**src/rtl/core/psd_pkg.sv**
```systemverilog
`timescale 1ns / 1ps

package psd_pkg;

   // result kinds
   typedef enum logic [1:0] {
      KIND_HEADER  = 2'd0,
      KIND_PAYLOAD = 2'd1,
      KIND_ERROR   = 2'd2
   } psd_kind_type;

   // parser phases, one-hot
   typedef enum logic [3:0] {
      PH_GLOBAL  = 4'b0001,
      PH_RECHDR  = 4'b0010,
      PH_PAYLOAD = 4'b0100,
      PH_HALT    = 4'b1000
   } psd_phase_type;

   localparam logic [31:0] MAGIC_US_NATIVE  = 32'hA1B2_C3D4;
   localparam logic [31:0] MAGIC_US_SWAPPED = 32'hD4C3_B2A1;
   localparam logic [31:0] MAGIC_NS_NATIVE  = 32'hA1B2_3C4D;
   localparam logic [31:0] MAGIC_NS_SWAPPED = 32'h4D3C_B2A1;

   localparam logic [4:0] GLOBAL_LAST_BYTE = 5'd23;
   localparam logic [3:0] RECHDR_LAST_BYTE = 4'd15;

   localparam logic [29:0] NS_PER_SEC = 30'd1000000000;
   localparam logic [9:0]  NS_PER_US  = 10'd1000;

   localparam int PSD_QUEUE_DEPTH = 4;

   // one unit of work handed from the parser to the result path
   typedef struct packed {
      psd_kind_type kind;
      logic [31:0]  ts_sec;
      logic [31:0]  ts_frac;
      logic         nano;
      logic [31:0]  wire_length;
      logic [31:0]  captured_length;
      logic [7:0]   payload_byte;
      logic         last;
   } psd_entry_type;

   function automatic logic [31:0] flip32(input logic [31:0] v);
      return {v[7:0], v[15:8], v[23:16], v[31:24]};
   endfunction

endpackage

```
**src/rtl/core/psd_if.sv**
```systemverilog
`timescale 1ns / 1ps

interface psd_req_if;
   logic       valid;
   logic       ready;
   logic [7:0] stream_byte;
   logic       restart;

   modport source (output valid, output stream_byte, output restart, input ready);
   modport sink   (input valid, input stream_byte, input restart, output ready);
endinterface

interface psd_rsp_if;
   logic        valid;
   logic        ready;
   logic [1:0]  kind;
   logic [63:0] time_ns;
   logic [31:0] wire_length;
   logic [31:0] captured_length;
   logic [7:0]  payload_byte;
   logic        last;

   modport source (output valid, output kind, output time_ns, output wire_length,
                   output captured_length, output payload_byte, output last,
                   input ready);
   modport sink   (input valid, input kind, input time_ns, input wire_length,
                   input captured_length, input payload_byte, input last,
                   output ready);
endinterface

```
**src/rtl/core/pcap_stream_deframer_unit.sv**
```systemverilog
`timescale 1ns / 1ps

// channel   | dir | payload                                          | taken when
// ----------+-----+--------------------------------------------------+--------------
// req_ch    | in  | stream_byte, restart                             | valid & ready
// rsp_ch    | out | kind, time_ns, wire_length, captured_length,     | valid & ready
//           |     | payload_byte, last                               |
//
// One byte per cycle while the queue has room; the parser decides each byte in the cycle
// it is taken. A result passes from the queue, written on the edge that takes its byte,
// through the multiply stage, then the add into the output register. Throughput is set
// by the parser register update, one byte per clock while the queue is not full.
// reset is synchronous, clears the parser and empties queue and pipeline; no clearing pass.
// req_ch.ready drops only while the queue is full; rsp_ch stalls back up into the queue.

module pcap_stream_deframer_unit
   import psd_pkg::*;
#(
   parameter int QUEUE_DEPTH = PSD_QUEUE_DEPTH
) (
   input  logic      clock,
   input  logic      reset,
   psd_req_if.sink   req_ch,
   psd_rsp_if.source rsp_ch
);

   // front to queue
   logic          f_push;
   psd_entry_type f_entry;
   logic          q_full;

   // queue to back
   logic          q_valid;
   psd_entry_type q_entry;
   logic          q_pop;

   // parser: header collection, magic check, byte swap, payload count
   psd_front u_front (
      .clock  (clock),
      .reset  (reset),
      .req_ch (req_ch),
      .q_full (q_full),
      .push   (f_push),
      .entry  (f_entry)
   );

   // decouples the parser from output stalls
   psd_queue #(
      .DEPTH (QUEUE_DEPTH)
   ) u_queue (
      .clock      (clock),
      .reset      (reset),
      .push       (f_push),
      .push_entry (f_entry),
      .full       (q_full),
      .pop        (q_pop),
      .pop_valid  (q_valid),
      .pop_entry  (q_entry)
   );

   // timestamp to nanoseconds, then the output register
   psd_back u_back (
      .clock   (clock),
      .reset   (reset),
      .q_valid (q_valid),
      .q_entry (q_entry),
      .q_pop   (q_pop),
      .rsp_ch  (rsp_ch)
   );

endmodule

```
**src/rtl/core/psd_queue.sv**
```systemverilog
`timescale 1ns / 1ps

module psd_queue
   import psd_pkg::*;
#(
   parameter int DEPTH = PSD_QUEUE_DEPTH
) (
   input  logic          clock,
   input  logic          reset,
   input  logic          push,
   input  psd_entry_type push_entry,
   output logic          full,
   input  logic          pop,
   output logic          pop_valid,
   output psd_entry_type pop_entry
);

   localparam int PW = $clog2(DEPTH);
   localparam int CW = $clog2(DEPTH + 1);

   psd_entry_type slot_ff [DEPTH];
   logic [PW-1:0] wr_ptr_ff, wr_ptr_in;
   logic [PW-1:0] rd_ptr_ff, rd_ptr_in;
   logic [CW-1:0] count_ff, count_in;

   logic do_push, do_pop;

   assign full      = (count_ff == CW'(DEPTH));
   assign pop_valid = (count_ff != '0);
   assign pop_entry = slot_ff[rd_ptr_ff];

   assign do_push = push && !full;
   assign do_pop  = pop && pop_valid;

   always_comb begin
      wr_ptr_in = wr_ptr_ff;
      rd_ptr_in = rd_ptr_ff;
      count_in  = count_ff;
      if (do_push) begin
         wr_ptr_in = (wr_ptr_ff == PW'(DEPTH - 1)) ? '0 : wr_ptr_ff + 1'b1;
      end
      if (do_pop) begin
         rd_ptr_in = (rd_ptr_ff == PW'(DEPTH - 1)) ? '0 : rd_ptr_ff + 1'b1;
      end
      if (do_push && !do_pop) begin
         count_in = count_ff + 1'b1;
      end else if (do_pop && !do_push) begin
         count_in = count_ff - 1'b1;
      end
   end

   always_ff @(posedge clock) begin
      if (reset) begin
         wr_ptr_ff <= '0;
         rd_ptr_ff <= '0;
         count_ff  <= '0;
      end else begin
         wr_ptr_ff <= wr_ptr_in;
         rd_ptr_ff <= rd_ptr_in;
         count_ff  <= count_in;
      end
   end

   always_ff @(posedge clock) begin
      if (do_push) begin
         slot_ff[wr_ptr_ff] <= push_entry;
      end
   end

endmodule

```
**src/rtl/core/psd_front.sv**
```systemverilog
`timescale 1ns / 1ps

module psd_front
   import psd_pkg::*;
(
   input  logic          clock,
   input  logic          reset,
   psd_req_if.sink       req_ch,
   input  logic          q_full,
   output logic          push,
   output psd_entry_type entry
);

   psd_phase_type phase_ff, phase_in, phase_cur;
   logic [4:0]    count_ff, count_in, count_cur;
   logic          swap_ff, swap_in, swap_cur;
   logic          nano_ff, nano_in, nano_cur;
   logic [127:0]  shift_ff, shift_in, shift_cur;
   logic [31:0]   left_ff, left_in, left_cur;

   logic          accept;
   logic          emit;
   logic [127:0]  hdr;
   logic [31:0]   magic;
   logic [31:0]   w_sec, w_frac, w_cap, w_len;

   assign req_ch.ready = !q_full;
   assign accept       = req_ch.valid && req_ch.ready;
   assign push         = accept && emit;

   // restart puts the state back to reset before this byte is parsed
   always_comb begin
      phase_cur = req_ch.restart ? PH_GLOBAL : phase_ff;
      count_cur = req_ch.restart ? '0 : count_ff;
      swap_cur  = req_ch.restart ? 1'b0 : swap_ff;
      nano_cur  = req_ch.restart ? 1'b0 : nano_ff;
      shift_cur = req_ch.restart ? '0 : shift_ff;
      left_cur  = req_ch.restart ? '0 : left_ff;
   end

   assign magic = shift_cur[31:0];
   assign hdr   = {req_ch.stream_byte, shift_cur[119:0]};
   assign w_sec  = swap_cur ? flip32(hdr[31:0])   : hdr[31:0];
   assign w_frac = swap_cur ? flip32(hdr[63:32])  : hdr[63:32];
   assign w_cap  = swap_cur ? flip32(hdr[95:64])  : hdr[95:64];
   assign w_len  = swap_cur ? flip32(hdr[127:96]) : hdr[127:96];

   always_comb begin
      phase_in = phase_cur;
      count_in = count_cur;
      swap_in  = swap_cur;
      nano_in  = nano_cur;
      shift_in = shift_cur;
      left_in  = left_cur;
      emit     = 1'b0;
      entry    = '0;

      unique case (phase_cur)
         PH_GLOBAL: begin
            if (count_cur < 5'd4) begin
               shift_in[{count_cur[1:0], 3'b000} +: 8] = req_ch.stream_byte;
            end
            count_in = count_cur + 1'b1;
            if (count_cur == GLOBAL_LAST_BYTE) begin
               count_in = '0;
               shift_in = '0;
               phase_in = PH_RECHDR;
               case (magic)
                  MAGIC_US_NATIVE: begin
                     swap_in = 1'b0;
                     nano_in = 1'b0;
                  end
                  MAGIC_US_SWAPPED: begin
                     swap_in = 1'b1;
                     nano_in = 1'b0;
                  end
                  MAGIC_NS_NATIVE: begin
                     swap_in = 1'b0;
                     nano_in = 1'b1;
                  end
                  MAGIC_NS_SWAPPED: begin
                     swap_in = 1'b1;
                     nano_in = 1'b1;
                  end
                  default: begin
                     phase_in   = PH_HALT;
                     emit       = 1'b1;
                     entry.kind = KIND_ERROR;
                  end
               endcase
            end
         end

         PH_RECHDR: begin
            if (count_cur[3:0] == RECHDR_LAST_BYTE) begin
               emit                  = 1'b1;
               entry.kind            = KIND_HEADER;
               entry.ts_sec          = w_sec;
               entry.ts_frac         = w_frac;
               entry.nano            = nano_cur;
               entry.wire_length     = w_len;
               entry.captured_length = w_cap;
               entry.last            = (w_cap == '0);
               count_in = '0;
               shift_in = '0;
               left_in  = w_cap;
               phase_in = (w_cap == '0) ? PH_RECHDR : PH_PAYLOAD;
            end else begin
               shift_in[{count_cur[3:0], 3'b000} +: 8] = req_ch.stream_byte;
               count_in = {1'b0, count_cur[3:0]} + 1'b1;
            end
         end

         PH_PAYLOAD: begin
            emit               = 1'b1;
            entry.kind         = KIND_PAYLOAD;
            entry.payload_byte = req_ch.stream_byte;
            if (left_cur != '0) begin
               left_in = left_cur - 1'b1;
            end
            if (left_cur <= 32'd1) begin
               entry.last = 1'b1;
               phase_in   = PH_RECHDR;
               count_in   = '0;
            end
         end

         PH_HALT: begin
            // drop everything until restart
         end

         default: begin
            phase_in = PH_HALT;
         end
      endcase
   end

   always_ff @(posedge clock) begin
      if (reset) begin
         phase_ff <= PH_GLOBAL;
         count_ff <= '0;
         swap_ff  <= 1'b0;
         nano_ff  <= 1'b0;
         shift_ff <= '0;
         left_ff  <= '0;
      end else if (accept) begin
         phase_ff <= phase_in;
         count_ff <= count_in;
         swap_ff  <= swap_in;
         nano_ff  <= nano_in;
         shift_ff <= shift_in;
         left_ff  <= left_in;
      end
   end

endmodule

```
**src/rtl/core/psd_back.sv**
```systemverilog
`timescale 1ns / 1ps

module psd_back
   import psd_pkg::*;
(
   input  logic          clock,
   input  logic          reset,
   input  logic          q_valid,
   input  psd_entry_type q_entry,
   output logic          q_pop,
   psd_rsp_if.source     rsp_ch
);

   // stage A: both products
   logic          a_valid_ff;
   psd_kind_type  a_kind_ff;
   logic [61:0]   a_sec_ns_ff, a_sec_ns_in;
   logic [41:0]   a_frac_ns_ff, a_frac_ns_in;
   logic [31:0]   a_wire_ff, a_cap_ff;
   logic [7:0]    a_byte_ff;
   logic          a_last_ff;

   // stage B: output register
   logic          b_valid_ff;
   logic [1:0]    b_kind_ff;
   logic [63:0]   b_time_ff, b_time_in;
   logic [31:0]   b_wire_ff, b_cap_ff;
   logic [7:0]    b_byte_ff;
   logic          b_last_ff;

   logic b_load, a_load;

   assign b_load = !b_valid_ff || rsp_ch.ready;
   assign a_load = !a_valid_ff || b_load;
   assign q_pop  = q_valid && a_load;

   assign a_sec_ns_in  = 62'(q_entry.ts_sec) * 62'(NS_PER_SEC);
   assign a_frac_ns_in = q_entry.nano ? 42'(q_entry.ts_frac)
                                      : 42'(q_entry.ts_frac) * 42'(NS_PER_US);
   assign b_time_in    = 64'(a_sec_ns_ff) + 64'(a_frac_ns_ff);

   always_ff @(posedge clock) begin
      if (reset) begin
         a_valid_ff <= 1'b0;
         b_valid_ff <= 1'b0;
      end else begin
         if (a_load) begin
            a_valid_ff <= q_valid;
         end
         if (b_load) begin
            b_valid_ff <= a_valid_ff;
         end
      end
   end

   always_ff @(posedge clock) begin
      if (q_pop) begin
         a_kind_ff    <= q_entry.kind;
         a_sec_ns_ff  <= a_sec_ns_in;
         a_frac_ns_ff <= a_frac_ns_in;
         a_wire_ff    <= q_entry.wire_length;
         a_cap_ff     <= q_entry.captured_length;
         a_byte_ff    <= q_entry.payload_byte;
         a_last_ff    <= q_entry.last;
      end
      if (b_load && a_valid_ff) begin
         b_kind_ff <= a_kind_ff;
         b_time_ff <= b_time_in;
         b_wire_ff <= a_wire_ff;
         b_cap_ff  <= a_cap_ff;
         b_byte_ff <= a_byte_ff;
         b_last_ff <= a_last_ff;
      end
   end

   assign rsp_ch.valid           = b_valid_ff;
   assign rsp_ch.kind            = b_kind_ff;
   assign rsp_ch.time_ns         = b_time_ff;
   assign rsp_ch.wire_length     = b_wire_ff;
   assign rsp_ch.captured_length = b_cap_ff;
   assign rsp_ch.payload_byte    = b_byte_ff;
   assign rsp_ch.last            = b_last_ff;

endmodule

```
**src/flat_wrapper.sv**
```systemverilog
// flat-port wrapper written by rule: the top's interface ports become plain ports
module pcap_stream_deframer_unit_flat import psd_pkg::*;
#(
   parameter int QUEUE_DEPTH = PSD_QUEUE_DEPTH
)
  (clock, reset, req_ch_valid, req_ch_stream_byte, req_ch_restart, req_ch_ready, rsp_ch_valid, rsp_ch_kind, rsp_ch_time_ns, rsp_ch_wire_length, rsp_ch_captured_length, rsp_ch_payload_byte, rsp_ch_last, rsp_ch_ready);
  psd_req_if req_ch_i ();
  psd_rsp_if rsp_ch_i ();
  input  logic clock;
  input  logic reset;
  input wire logic [$bits(req_ch_i.valid)-1:0] req_ch_valid;
  input wire logic [$bits(req_ch_i.stream_byte)-1:0] req_ch_stream_byte;
  input wire logic [$bits(req_ch_i.restart)-1:0] req_ch_restart;
  output wire logic [$bits(req_ch_i.ready)-1:0] req_ch_ready;
  output wire logic [$bits(rsp_ch_i.valid)-1:0] rsp_ch_valid;
  output wire logic [$bits(rsp_ch_i.kind)-1:0] rsp_ch_kind;
  output wire logic [$bits(rsp_ch_i.time_ns)-1:0] rsp_ch_time_ns;
  output wire logic [$bits(rsp_ch_i.wire_length)-1:0] rsp_ch_wire_length;
  output wire logic [$bits(rsp_ch_i.captured_length)-1:0] rsp_ch_captured_length;
  output wire logic [$bits(rsp_ch_i.payload_byte)-1:0] rsp_ch_payload_byte;
  output wire logic [$bits(rsp_ch_i.last)-1:0] rsp_ch_last;
  input wire logic [$bits(rsp_ch_i.ready)-1:0] rsp_ch_ready;
  assign req_ch_i.valid = req_ch_valid;
  assign req_ch_i.stream_byte = req_ch_stream_byte;
  assign req_ch_i.restart = req_ch_restart;
  assign req_ch_ready = req_ch_i.ready;
  assign rsp_ch_valid = rsp_ch_i.valid;
  assign rsp_ch_kind = rsp_ch_i.kind;
  assign rsp_ch_time_ns = rsp_ch_i.time_ns;
  assign rsp_ch_wire_length = rsp_ch_i.wire_length;
  assign rsp_ch_captured_length = rsp_ch_i.captured_length;
  assign rsp_ch_payload_byte = rsp_ch_i.payload_byte;
  assign rsp_ch_last = rsp_ch_i.last;
  assign rsp_ch_i.ready = rsp_ch_ready;
  pcap_stream_deframer_unit #(.QUEUE_DEPTH(QUEUE_DEPTH)) u_core (.clock(clock), .reset(reset), .req_ch(req_ch_i), .rsp_ch(rsp_ch_i));
endmodule
```
**config.mk**
```make
export PLATFORM = sky130hd
export DESIGN_NAME = pcap_stream_deframer_unit_flat
export DESIGN_NICKNAME = d
export VERILOG_FILES = /design/src/rtl/core/psd_pkg.sv /design/src/rtl/core/psd_if.sv /design/src/rtl/core/pcap_stream_deframer_unit.sv /design/src/rtl/core/psd_queue.sv /design/src/rtl/core/psd_front.sv /design/src/rtl/core/psd_back.sv /design/src/flat_wrapper.sv
export SDC_FILE = /design/constraint.sdc
export NUM_CORES = 2
export LEC_CHECK = 0
export ABC_AREA = 1
export BUFFER_PORTS_ARGS = -buffer_cell sky130_fd_sc_hd__buf_4
export CELL_PAD_IN_SITES_DETAIL_PLACEMENT = 0
export CELL_PAD_IN_SITES_GLOBAL_PLACEMENT = 2
export CORE_UTILIZATION = 37
export CTS_CLUSTER_DIAMETER = 200
export CTS_CLUSTER_SIZE = 28
export DETAILED_ROUTE_END_ITERATION = 10
export GPL_TIMING_DRIVEN = 0
export PLACE_DENSITY_LB_ADDON = 0.05
export SLEW_MARGIN = 5
export SYNTH_ARGS = -nofsm -noshare
export SYNTH_HDL_FRONTEND = slang
export SYNTH_HIERARCHICAL = 1
export SYNTH_SLANG_ARGS = --single-unit
```
**constraint.sdc**
```tcl
create_clock -name clock -period 11.5 [get_ports clock]
set_clock_uncertainty 0.2 [all_clocks]
set_input_delay 2.875 -clock clock [delete_from_list [all_inputs] [get_ports clock]]
set_output_delay 2.875 -clock clock [all_outputs]
set_load 0.01 [all_outputs]
```
==> impl_metrics.ini <==
[clock_network]
post_cts_buffers = 0
clkTransAtPathRegs_ns = 0.12
worstSkewPairLatency_ns = 0.71
clock_sinks = 1042
cts_tree = yes
cts_buffer_depth = 3
cts-root-buf = clkbuf_16
h-tree-depth = 2
ctsHoldBuffers = 0
cts_made_buffers = 44
ctsResizeCount = 0

[finish]
design_area_sq_mm = 0.0746
fin_nets = 8543
layout.cells.most_common_list = nand2_1, inv_1, edfxtp_1
drive_above_1_share_pct = 6.15
layout_commonest_cell = nand2_1
syn2layout_area_growth_pct = 9.33

[synth]
yosysUniqueCellTypes = 57
synth_seq_area_share_pct = 43.3
synth_fp_nets = 8312
ys.flop_type = edfxtp_1
syn_inst = 7470
netlist_area_sq_mm = 0.0683
synthArstFlopShare_pct = 0
ys_seq_elements = 1042
avgSynthCellArea_sq_um = 9.14
yosysWarningCount = 6
synth_edf_count = 868

[sta]
period_minus_slack_ns = 9.33
timing.final.ws_setup_ns = 2.17
timing.slew.headroom_pct = 12.0
rsz0062_at_grt = false
setup_viol = 0
worst_pin_slew_ns = 1.32
hold_viol = 0
fmax_mhz = 107
drv_slew = 0
fin_crit_sh_pct = 81.1
tns_ns = 0

[grt]
gr-total-overflow = 0
grt_max_degree = 95
antenna_found_initial = 4
grt_pass1_vias = 52554
grt_pass1_wl_um = 347000
grt_usage_pct = 25.2

[pwr]
p_leak_uw = 0.0306
p_per_area_mw_per_mm2 = 88.3
irDropWorstVdd_v = 0.000119

[critical_path]
worstSetupPathType = input port to flop
cpMaxStageDelayCell = nor2_4
critPathRequiredTime_ns = 11.66
r2r_cells = 22
cp_cell_sequence = buf_4 > inv_2 > nand2_1 > inv_1 > clkbuf_1 > ha_1 > inv_1 > nor2_1 > nand2_1 > inv_2 > nor2_4 > inv_2 > nand2_2 > buf_2 > a21oi_1 > nand2_1 > nor2_4 > buf_12 > buf_12 > buf_12 > buf_12
critPathBufInv = 12
start_kind = input port
end_kind = flop
cp_max_fo = 25
max_stage_delay_ns = 0.64
cp_common_cell = buf_12
critical_path_arrival_ns = 9.50
crit_cells = 21
crit_family = buffers and inverters

[place]
post_dp_cell_area_sq_mm = 0.0733
io_buffers = 152
place_hpwl_um = 190000
place.gp.congestion = 0.949
pre_cts_slack_ns = 1.50

[floorplan]
core_area_sq_mm = 0.183
rows = 157
fp.dieW_um = 432
initial_core_util_pct = 37.3
io_pins = 154
dieHeight_um = 432
dieArea_sq_mm = 0.186

[flow_run]
maxCapViolations = 0

[detailed_routing]
firstDrtPassIters = 6
avgViaCountPerCell = 5.12
vias = 52222
drt_iter0_markers = 3611
wl_per_cell_um = 23.3
drt-total-wl_um = 238000
drc_errors = 0
ant_nets = 0

[worst_hold_path]
hold_path_class = flop to flop
whs_path_depth = 0

[run_status]
outcome = complete, no violations
[registers in the layout, summed over array words and instances, names as in the netlist, 3 cells and up, named ones only]
| signal | cells |
|---|---|
| u_core/u_back/rsp_ch.payload_byte | 8 |
| u_core/u_back/rsp_ch.wire_length | 32 |
| u_core/u_back/rsp_ch.captured_length | 32 |
| u_core/u_back/a_wire_ff | 32 |
| u_core/u_front/left_ff | 32 |
| u_core/u_back/rsp_ch.time_ns | 63 |
| u_core/u_back/a_sec_ns_ff | 53 |
| u_core/u_front/count_ff | 5 |
| u_core/u_front/phase_ff | 4 |
| u_core/u_back/a_byte_ff | 8 |
| u_core/u_front/shift_ff | 120 |
| u_core/u_back/a_cap_ff | 32 |
| u_core/u_queue/slot_ff | 560 |
| u_core/u_back/a_frac_ns_ff | 42 |
| u_core/u_queue/count_ff | 3 |
[layout make-up]
class	count	area, sq um
Timing Repair Buffer	185	1790
Sequential cell	1042	29500
Buffer	263	1310
Clock inverter	4	78.8
Tap cell	2464	3080
Antenna cell	1	2.50
Clock buffer	78	1280
Multi-Input combinational cell	4984	33100
Inverter	1181	4450
Fill cell	18615	108000
[cells by family (layout without fill, tap and decap cells)]
| kind of cell | after synthesis | count (layout) | share of synthesized area (%) |
|---|---|---|---|
| adders and majority gates | 829 | 829 | 19.9 |
| other | 1 | 2 | 0.00549 |
| xor gates and xnor gates | 71 | 71 | 0.911 |
| AOI/OAI and AO/OA | 1353 | 1353 | 11.0 |
| DFF | 1042 | 1042 | 43.3 |
| and+or+nand+nor | 2730 | 2730 | 16.4 |
| buffers and inverters | 1444 | 1711 | 8.42 |
[path summary, 6_finish.rpt]
check	start	end	slack, ns
worst max-delay path	req_ch_restart	u_core/u_queue/slot_ff[0][81]	2.17
worst min-delay path	u_core/u_back/a_kind_ff[0]	u_core/u_back/rsp_ch.kind[0]	0.22
worst max register to register	flop	u_core/u_back/a_sec_ns_ff[44]	2.36
worst min register to register	u_core/u_back/a_kind_ff[0]	u_core/u_back/rsp_ch.kind[0]	0.22
[where the power goes]
group          switching (uW)  total, uW  internal (uW)
logic                     384        514            130
registers                20.1       4080           4060
clock network            1210       1990            782
[metal layers]
layer  part of all wire (%)  wire length (um)  global-route usage [%]
met3                    3.5              8300                    2.08
met4                    3.7              8700                    8.46
met2                     49            117000                    44.1
met5                  0.011                27                       0
met1                     44            104000                    32.8
[through the flow]
step / utilization, % / power (uW) / hold WS (ns) / cells
after CTS: 40.8 / 6660 / 0.214 / 10200
after global placement: 39.6 / 4670 / 0.200 / 10086
after floorplan: - / 4470 / 0.200 / 7470
after detailed placement: 40.0 / 4670 / 0.205 / 10118
final: 40.8 / 6590 / 0.218 / 10202
after global routing: 40.8 / 6820 / 0.235 / 10201
[synth_stat cells (all sizes together), types with 5 or more instances]
master / number / area (sq um)
o22ai: 156 / 976
a211oi: 92 / 691
dfxtp: 174 / 3480
o211ai: 38 / 285
clkbuf: 129 / 484
nor3: 50 / 314
xor2: 62 / 543
buf: 134 / 828
and2: 7 / 43.8
clkinv: 5 / 18.8
edfxtp: 868 / 26100
or2: 10 / 62.6
fa: 432 / 8650
a21oi: 421 / 2110
a221oi: 20 / 175
nor4: 5 / 31.3
nand3: 290 / 1470
o21ai: 559 / 2810
nand4: 55 / 350
nand2: 1439 / 5480
nor2: 861 / 3350
inv: 1176 / 4420
ha: 397 / 4970
a31oi: 34 / 213
nand3b: 9 / 67.6
xnor2: 9 / 78.8
o21bai: 21 / 161
(Power assumes the default switching activity.)
